## src/rtl/core/vrt_pkg.sv

```systemverilog
// Shared types and constants of the voxel ray traversal shader.
`timescale 1ns / 1ps
package vrt_pkg;

    localparam int IN_TDATA_W  = 64;
    localparam int OUT_TDATA_W = 32;
    localparam int CFG_IDX_W   = 2;
    localparam int CFG_DATA_W  = 16;
    localparam int COORD_W     = 4;
    localparam int DIR_W       = 16;
    localparam int FRAC_W      = 13;

    localparam logic [CFG_IDX_W-1:0] CFG_ORIGIN_X = 2'd0;
    localparam logic [CFG_IDX_W-1:0] CFG_ORIGIN_Y = 2'd1;
    localparam logic [CFG_IDX_W-1:0] CFG_ORIGIN_Z = 2'd2;

    localparam logic [15:0] ORIGIN_X_RST = 16'h8000;
    localparam logic [15:0] ORIGIN_Y_RST = 16'hA000;
    localparam logic [15:0] ORIGIN_Z_RST = 16'h8000;

    localparam logic MODE_WRITE = 1'b0;
    localparam logic MODE_TRACE = 1'b1;

    localparam logic [2:0] NRM_XLO = 3'd0;
    localparam logic [2:0] NRM_XHI = 3'd1;
    localparam logic [2:0] NRM_YLO = 3'd2;
    localparam logic [2:0] NRM_YHI = 3'd3;
    localparam logic [2:0] NRM_ZLO = 3'd4;
    localparam logic [2:0] NRM_ZHI = 3'd5;

    localparam logic [1:0] KIND_DIRT       = 2'd0;
    localparam logic [1:0] KIND_GRASS_TOP  = 2'd1;
    localparam logic [1:0] KIND_GRASS_SIDE = 2'd2;

    localparam logic [1:0] VSEL_TRACE = 2'd0;
    localparam logic [1:0] VSEL_SCAN  = 2'd1;
    localparam logic [1:0] VSEL_TEX   = 2'd2;

    typedef struct packed {
        logic       load_item;
        logic       clr_step;
        logic       vox_wr;
        logic       col_wr_y;
        logic       col_wr_h;
        logic       scan_init;
        logic       scan_dec;
        logic [1:0] vox_rsel;
        logic       col_nb;
        logic       trace_init;
        logic       step;
        logic       origin_frac;
        logic       mul_ax;
        logic       div_start;
        logic       acc_ax;
        logic       fin;
        logic       load_out;
    } t_cmd;

    typedef struct packed {
        logic clr_last;
        logic wr_in_grid;
        logic solid_in;
        logic vox_q;
        logic h_lt_y;
        logic h_ge_y;
        logic scan_go;
        logic cell_in_grid;
        logic dir_zero;
        logic has_last;
        logic div_busy;
        logic div_done;
        logic ax_last;
        logic out_free;
    } t_sts;

endpackage

```

## src/rtl/core/vrt_ctrl.sv

```systemverilog
// Control state machine: grid clear, voxel write, column rescan, ray walk, hit shading.
`timescale 1ns / 1ps
module vrt_ctrl (
    input  logic          i_clk,
    input  logic          i_rst_n,
    input  logic          i_s_tvalid,
    input  logic          i_mode,
    input  vrt_pkg::t_sts i_sts,
    output logic          o_s_tready,
    output vrt_pkg::t_cmd o_cmd
);
    import vrt_pkg::*;

    localparam logic [3:0] S_CLR    = 4'd0;
    localparam logic [3:0] S_IDLE   = 4'd1;
    localparam logic [3:0] S_W_WR   = 4'd2;
    localparam logic [3:0] S_W_HCHK = 4'd3;
    localparam logic [3:0] S_W_SRD  = 4'd4;
    localparam logic [3:0] S_W_SCHK = 4'd5;
    localparam logic [3:0] S_T_INIT = 4'd6;
    localparam logic [3:0] S_T_RD   = 4'd7;
    localparam logic [3:0] S_T_CHK  = 4'd8;
    localparam logic [3:0] S_H_ST   = 4'd9;
    localparam logic [3:0] S_H_MUL  = 4'd10;
    localparam logic [3:0] S_H_DS   = 4'd11;
    localparam logic [3:0] S_H_DIV  = 4'd12;
    localparam logic [3:0] S_H_TEX  = 4'd13;
    localparam logic [3:0] S_H_FIN  = 4'd14;
    localparam logic [3:0] S_OUT    = 4'd15;

    logic [3:0] r_state, n_state;

    always_ff @(posedge i_clk) begin
        if (!i_rst_n) begin
            r_state <= S_CLR;
        end else begin
            r_state <= n_state;
        end
    end

    always_comb begin
        n_state    = r_state;
        o_cmd      = '0;
        o_s_tready = 1'b0;
        case (r_state)
            S_CLR: begin
                o_cmd.clr_step = 1'b1;
                if (i_sts.clr_last) begin
                    n_state = S_IDLE;
                end
            end
            S_IDLE: begin
                o_s_tready = 1'b1;
                if (i_s_tvalid) begin
                    o_cmd.load_item = 1'b1;
                    n_state = (i_mode == MODE_TRACE) ? S_T_INIT : S_W_WR;
                end
            end
            S_W_WR: begin
                if (i_sts.wr_in_grid) begin
                    o_cmd.vox_wr = 1'b1;
                    n_state = S_W_HCHK;
                end else begin
                    n_state = S_OUT;
                end
            end
            S_W_HCHK: begin
                n_state = S_OUT;
                if (i_sts.solid_in) begin
                    o_cmd.col_wr_y = i_sts.h_lt_y;
                end else if (i_sts.h_ge_y) begin
                    o_cmd.scan_init = 1'b1;
                    n_state = S_W_SRD;
                end
            end
            S_W_SRD: begin
                o_cmd.vox_rsel = VSEL_SCAN;
                n_state = S_W_SCHK;
            end
            S_W_SCHK: begin
                if (i_sts.scan_go && !i_sts.vox_q) begin
                    o_cmd.scan_dec = 1'b1;
                    n_state = S_W_SRD;
                end else begin
                    o_cmd.col_wr_h = 1'b1;
                    n_state = S_OUT;
                end
            end
            S_T_INIT: begin
                o_cmd.trace_init = 1'b1;
                n_state = S_T_RD;
            end
            S_T_RD: begin
                o_cmd.vox_rsel = VSEL_TRACE;
                n_state = i_sts.cell_in_grid ? S_T_CHK : S_OUT;
            end
            S_T_CHK: begin
                if (i_sts.vox_q) begin
                    n_state = S_H_ST;
                end else if (i_sts.dir_zero) begin
                    n_state = S_OUT;
                end else begin
                    o_cmd.step = 1'b1;
                    n_state = S_T_RD;
                end
            end
            S_H_ST: begin
                if (i_sts.has_last) begin
                    n_state = S_H_MUL;
                end else begin
                    o_cmd.origin_frac = 1'b1;
                    n_state = S_H_TEX;
                end
            end
            S_H_MUL: begin
                o_cmd.mul_ax = 1'b1;
                n_state = S_H_DS;
            end
            S_H_DS: begin
                if (!i_sts.div_busy) begin
                    o_cmd.div_start = 1'b1;
                    n_state = S_H_DIV;
                end
            end
            S_H_DIV: begin
                if (i_sts.div_done) begin
                    o_cmd.acc_ax = 1'b1;
                    n_state = i_sts.ax_last ? S_H_TEX : S_H_MUL;
                end
            end
            S_H_TEX: begin
                o_cmd.vox_rsel = VSEL_TEX;
                o_cmd.col_nb   = 1'b1;
                n_state = S_H_FIN;
            end
            S_H_FIN: begin
                o_cmd.fin = 1'b1;
                n_state = S_OUT;
            end
            S_OUT: begin
                if (i_sts.out_free) begin
                    o_cmd.load_out = 1'b1;
                    n_state = S_IDLE;
                end
            end
            default: begin
                n_state = S_IDLE;
            end
        endcase
    end

`ifndef ASSERT_OFF
    a_no_accept_in_clear: assert property (@(posedge i_clk) disable iff (!i_rst_n)
        (r_state == S_CLR) |-> !o_s_tready)
        else $error("request taken during grid clear");
    a_accept_leaves_idle: assert property (@(posedge i_clk) disable iff (!i_rst_n)
        (i_s_tvalid && o_s_tready) |=> (r_state != S_IDLE))
        else $error("accepted request not started");
    a_div_free: assert property (@(posedge i_clk) disable iff (!i_rst_n)
        o_cmd.div_start |-> !i_sts.div_busy)
        else $error("divider restarted while busy");
    a_step_nonzero_dir: assert property (@(posedge i_clk) disable iff (!i_rst_n)
        o_cmd.step |-> !i_sts.dir_zero)
        else $error("ray step with zero direction");
`endif
endmodule

```

## config.mk

```make
export PLATFORM = sky130hd
export DESIGN_NAME = vrt_ctrl
export DESIGN_NICKNAME = d
export VERILOG_FILES = /design/src/rtl/core/vrt_pkg.sv /design/src/rtl/core/vrt_ctrl.sv
export SDC_FILE = /design/constraint.sdc
export NUM_CORES = 1
export LEC_CHECK = 0
export BUFFER_PORTS_ARGS = -buffer_cell sky130_fd_sc_hd__buf_2
export CAP_MARGIN = 20
export CORE_MARGIN = 5
export CORE_UTILIZATION = 46
export CTS_BUF_LIST = sky130_fd_sc_hd__clkbuf_4 sky130_fd_sc_hd__clkbuf_8
export DETAILED_ROUTE_END_ITERATION = 16
export PLACE_DENSITY = 0.84
export SYNTH_ARGS = -nofsm -noshare
export SYNTH_HDL_FRONTEND = slang
export SYNTH_SLANG_ARGS = --single-unit
```

## constraint.sdc

```tcl
create_clock -name i_clk -period 1.5 [get_ports i_clk]
set_input_delay 0.15 -clock i_clk [delete_from_list [all_inputs] [get_ports i_clk]]
set_output_delay 0.15 -clock i_clk [all_outputs]
set_load 0.03 [all_outputs]
```

==> out/metrics.yaml <==
pwr:
  p_per_area_nw_per_um2: 1340
  peakVddDrop_mv: 0.820
  power_mw: 1.78
  leakage_nw: 0.611
drt:
  vias: 1146
  remaining_drc_errors: 0
  routed_wl_mm: 3.71
  antenna_left: 0
  wire_per_inst_um: 20.3
  drt_iter0_markers: 56
  vias_per_cell: 6.26
  drtPass1Iterations: 4
outcome:
  status: "finished, violations left"
  failed_checks: "setup timing"
global_route:
  antenna_found_initial: 0
  track_usage: 0.233
  grt_max_degree: 12
  grt_pass1_vias: 1078
  grt_overflow: 0
  grt_pass1_wl_mm: 4.69
clocking:
  htreeDepth: 1
  clk_path_buf_depth: 2
  clk-insertion-delay-late_ns: 0.24
  cts_buffers: 3
  clkTransAtPathRegs_ns: 0.04
  cts-root-buf: "clkbuf_4"
  cts_sinks: 4
  tritoncts: "done"
synth:
  synth.distinct_cells: 41
  syn_inst: 100
  ys_seq_area_frac: 0.114
  synth_area_leaders: "dfxtp_1 11%, nor2_1 7.5%, buf_6 6.4%, nor3_1 5.7%, nand2b_1 5.3%"
  syn_nets: 118
  yosys.area.top_type_share: 0.114
  netlist_area_um2: 704
  synthXorXnorAreaFrac: 0
  synth_area_leader_cell: "dfxtp_1"
  synthSimpleGateAreaFrac: 0.492
  avgSynthCellArea_um2: 7.04
  synthAdderAreaFrac: 0
  synth_top_family_by_area: "simple AND/OR/NAND/NOR gates"
  yosysWarnings: 0
  yosys_register_bits: 4
  synth_compound_area_frac: 0.274
  synth_mux_area_frac: 0
sta:
  timing.final.crit_share: 1.06
  fmax_ghz: 0.630
  worst_pin_slew_ns: 0.391
  clock_skew_ns: 0.00240
  min_period_ns: 1.59
  setup_tns_ns: -0.308
  slew_headroom: 0.737
  fin_hold_ws_ns: 0.216
  rsz0062_at_grt: "yes"
  hold_violations: 0
  finalMaxSlewViolations: 0
  setup_viol: 9
  setup_ws_ns: -0.0863
setup_path:
  critPathArrivalTime_ns: 1.44
  cp_slowest_cell: "dfxtp_4"
  slowest_delay_ns: 0.37
  rr_worst_depth: 6
  r2r_end: "r_state[1]"
  cp-start-kind: "flip-flop"
  crit_type: "reg2out"
  crit_cells: 5
  critPathRequiredTime_ns: 1.35
  crit_path_frequent_cell: "buf_6"
  startpoint: "r_state[0]"
  cp_top_family: "buffers and inverters"
  cp_max_fo: 7
  path_cells: "buf_6, nand2b_4, buf_6, nor4_4, buf_4"
  critical_path_buf_inv_count: 3
  crit_end: "o_cmd[6]"
  crit_path_end_kind: "output pin"
  ff2ff_setup_slack_ns: -0.05
  reg2reg_from: "r_state[2]"
floorplanning:
  die-height_um: 49.1
  start_util: 0.479
  rows: 14
  die-width_um: 49.1
  io_pins: 37
  placeableCoreArea_um2: 1470
  dieArea_um2: 2410
placement:
  portBuffers: 36
  dp_hpwl_mm: 1.98
  pre_cts_slack_ns: -0.0236
  place_congestion: 0.894
layout:
  regMostFlops: "r_state"
  largest_registers: "r_state x4"
  antenna_cells: 0
  largest_reg_flops: 4
  num-fill-cells: 63
  layout.nets: 187
  drive_gt1_frac: 0.647
  area.growth.synth_to_final_pct: 89.7
job:
  max_cap_violations: 0
hold_path:
  hp-class: "in2reg"
==> cells in the mapped netlist <==
cell type	count
nor2_1	14
nor3_1	8
nand2_1	7
nand2b_1	6
o21ai_0	5
a21oi_1	4
buf_6	4
dfxtp_1	4
nor2b_1	4
a31oi_1	3
inv_1	3
o22ai_1	3
and2_1	2
and3_1	2
buf_2	2
buf_4	2
nor3b_1	2
nor4_1	2
a211oi_1	1
a21oi_4	1
a221oi_1	1
a22o_1	1
a31oi_4	1
and3b_1	1
and4bb_2	1
inv_2	1
nand2b_4	1
nand3_1	1
nand3_2	1
nand3b_1	1
nor3_2	1
nor3_4	1
nor4b_1	1
o2111a_1	1
o211ai_1	1
o21ai_1	1
o21bai_1	1
o31ai_1	1
o41ai_1	1
or2_4	1
or3_4	1
==> cell families after synthesis <==
| group | count (synthesis) |
|---|---|
| buffers and inverters | 12 |
| AND/OR/NAND/NOR | 58 |
| AO/OA/AOI/OAI | 26 |
| flip-flops | 4 |
==> per-stage QoR <==
stage	instance area [um^2]	cells	utilization
2_1_floorplan	739	100	-
3_3_place_gp	1030	166	0.703
3_5_place_dp	1030	166	0.703
4_1_cts	1160	173	0.790
5_1_grt	1340	183	0.908
6_report	1340	183	0.908
==> power by group <==
group | internal (mW) | switching (mW) | leakage, nW
Sequential | 0.147 | 0.0645 | 0.0355
Clock | 0.0897 | 0.0471 | 0.0138
Combinational | 0.682 | 0.753 | 0.562
Total | 0.919 | 0.865 | 0.611
==> layer usage <==
layer	routed length, um	track usage	part of all wire	vias up
met3	373	0.0459	0.10	22
met5	0	0	0	-
li1	-	-	-	498
met2	1860	0.416	0.50	93
met1	1350	0.264	0.36	533
met4	134	0.0897	0.036	0
==> worst min-delay path: cells and delay by family <==
family / cells / cell delay [ns]
compound gates: 1 / 0.06
buf+inv: 1 / 0.13
simple gates: 1 / 0.06
==> cell type report <==
class | instances | area (um^2) | share of cell area
multi-input cells | 84 | 663 | 0.496
repair buffers | 72 | 520 | 0.390
flip-flops and latches | 4 | 95.1 | 0.0712
clock buffers | 3 | 22.5 | 0.0169
well taps | 16 | 20.0 | 0.0150
inverters | 4 | 15.0 | 0.0112
==> worst min path at each step <==
stage	start	to	cells past startpoint
2_1_floorplan	i_rst_n	r_state[2]	2
3_3_place_gp	i_rst_n	r_state[2]	3
3_5_place_dp	i_rst_n	r_state[0]	3
4_1_cts	i_rst_n	r_state[0]	3
5_1_grt	i_rst_n	r_state[2]	3
6_report	i_rst_n	r_state[2]	3
==> placed cells by master, fill, tap and decap left out, types with 2 or more instances in the layout <==
cell type  count
buf_2         26
nand2b_1       3
inv_1          3
a31oi_1        3
nor2b_1        4
nor2_1        11
dfxtp_4        4
nor3_4         2
clkbuf_4       3
o22ai_1        3
buf_6         10
o21ai_0        4
nand2b_4       3
nor2_2         2
nand2_1        6
nor3_1         4
buf_4         35
nor3_2         4
a21oi_1        4
and3_1         2
o21ai_1        2
==> timing repair <==
| item | 4_1_cts | 5_1_grt |
|---|---|---|
| endpoints found under the hold margin | 0 | 0 |
| buffers inserted | 3 | 11 |
| resized for setup | 24 | 29 |
| endpoints found under the setup margin | 20 | 18 |
| pin swaps | 3 | 8 |
| cloned | 1 | 0 |
| hold buffers | 0 | 0 |
(Power assumes the default switching activity.)
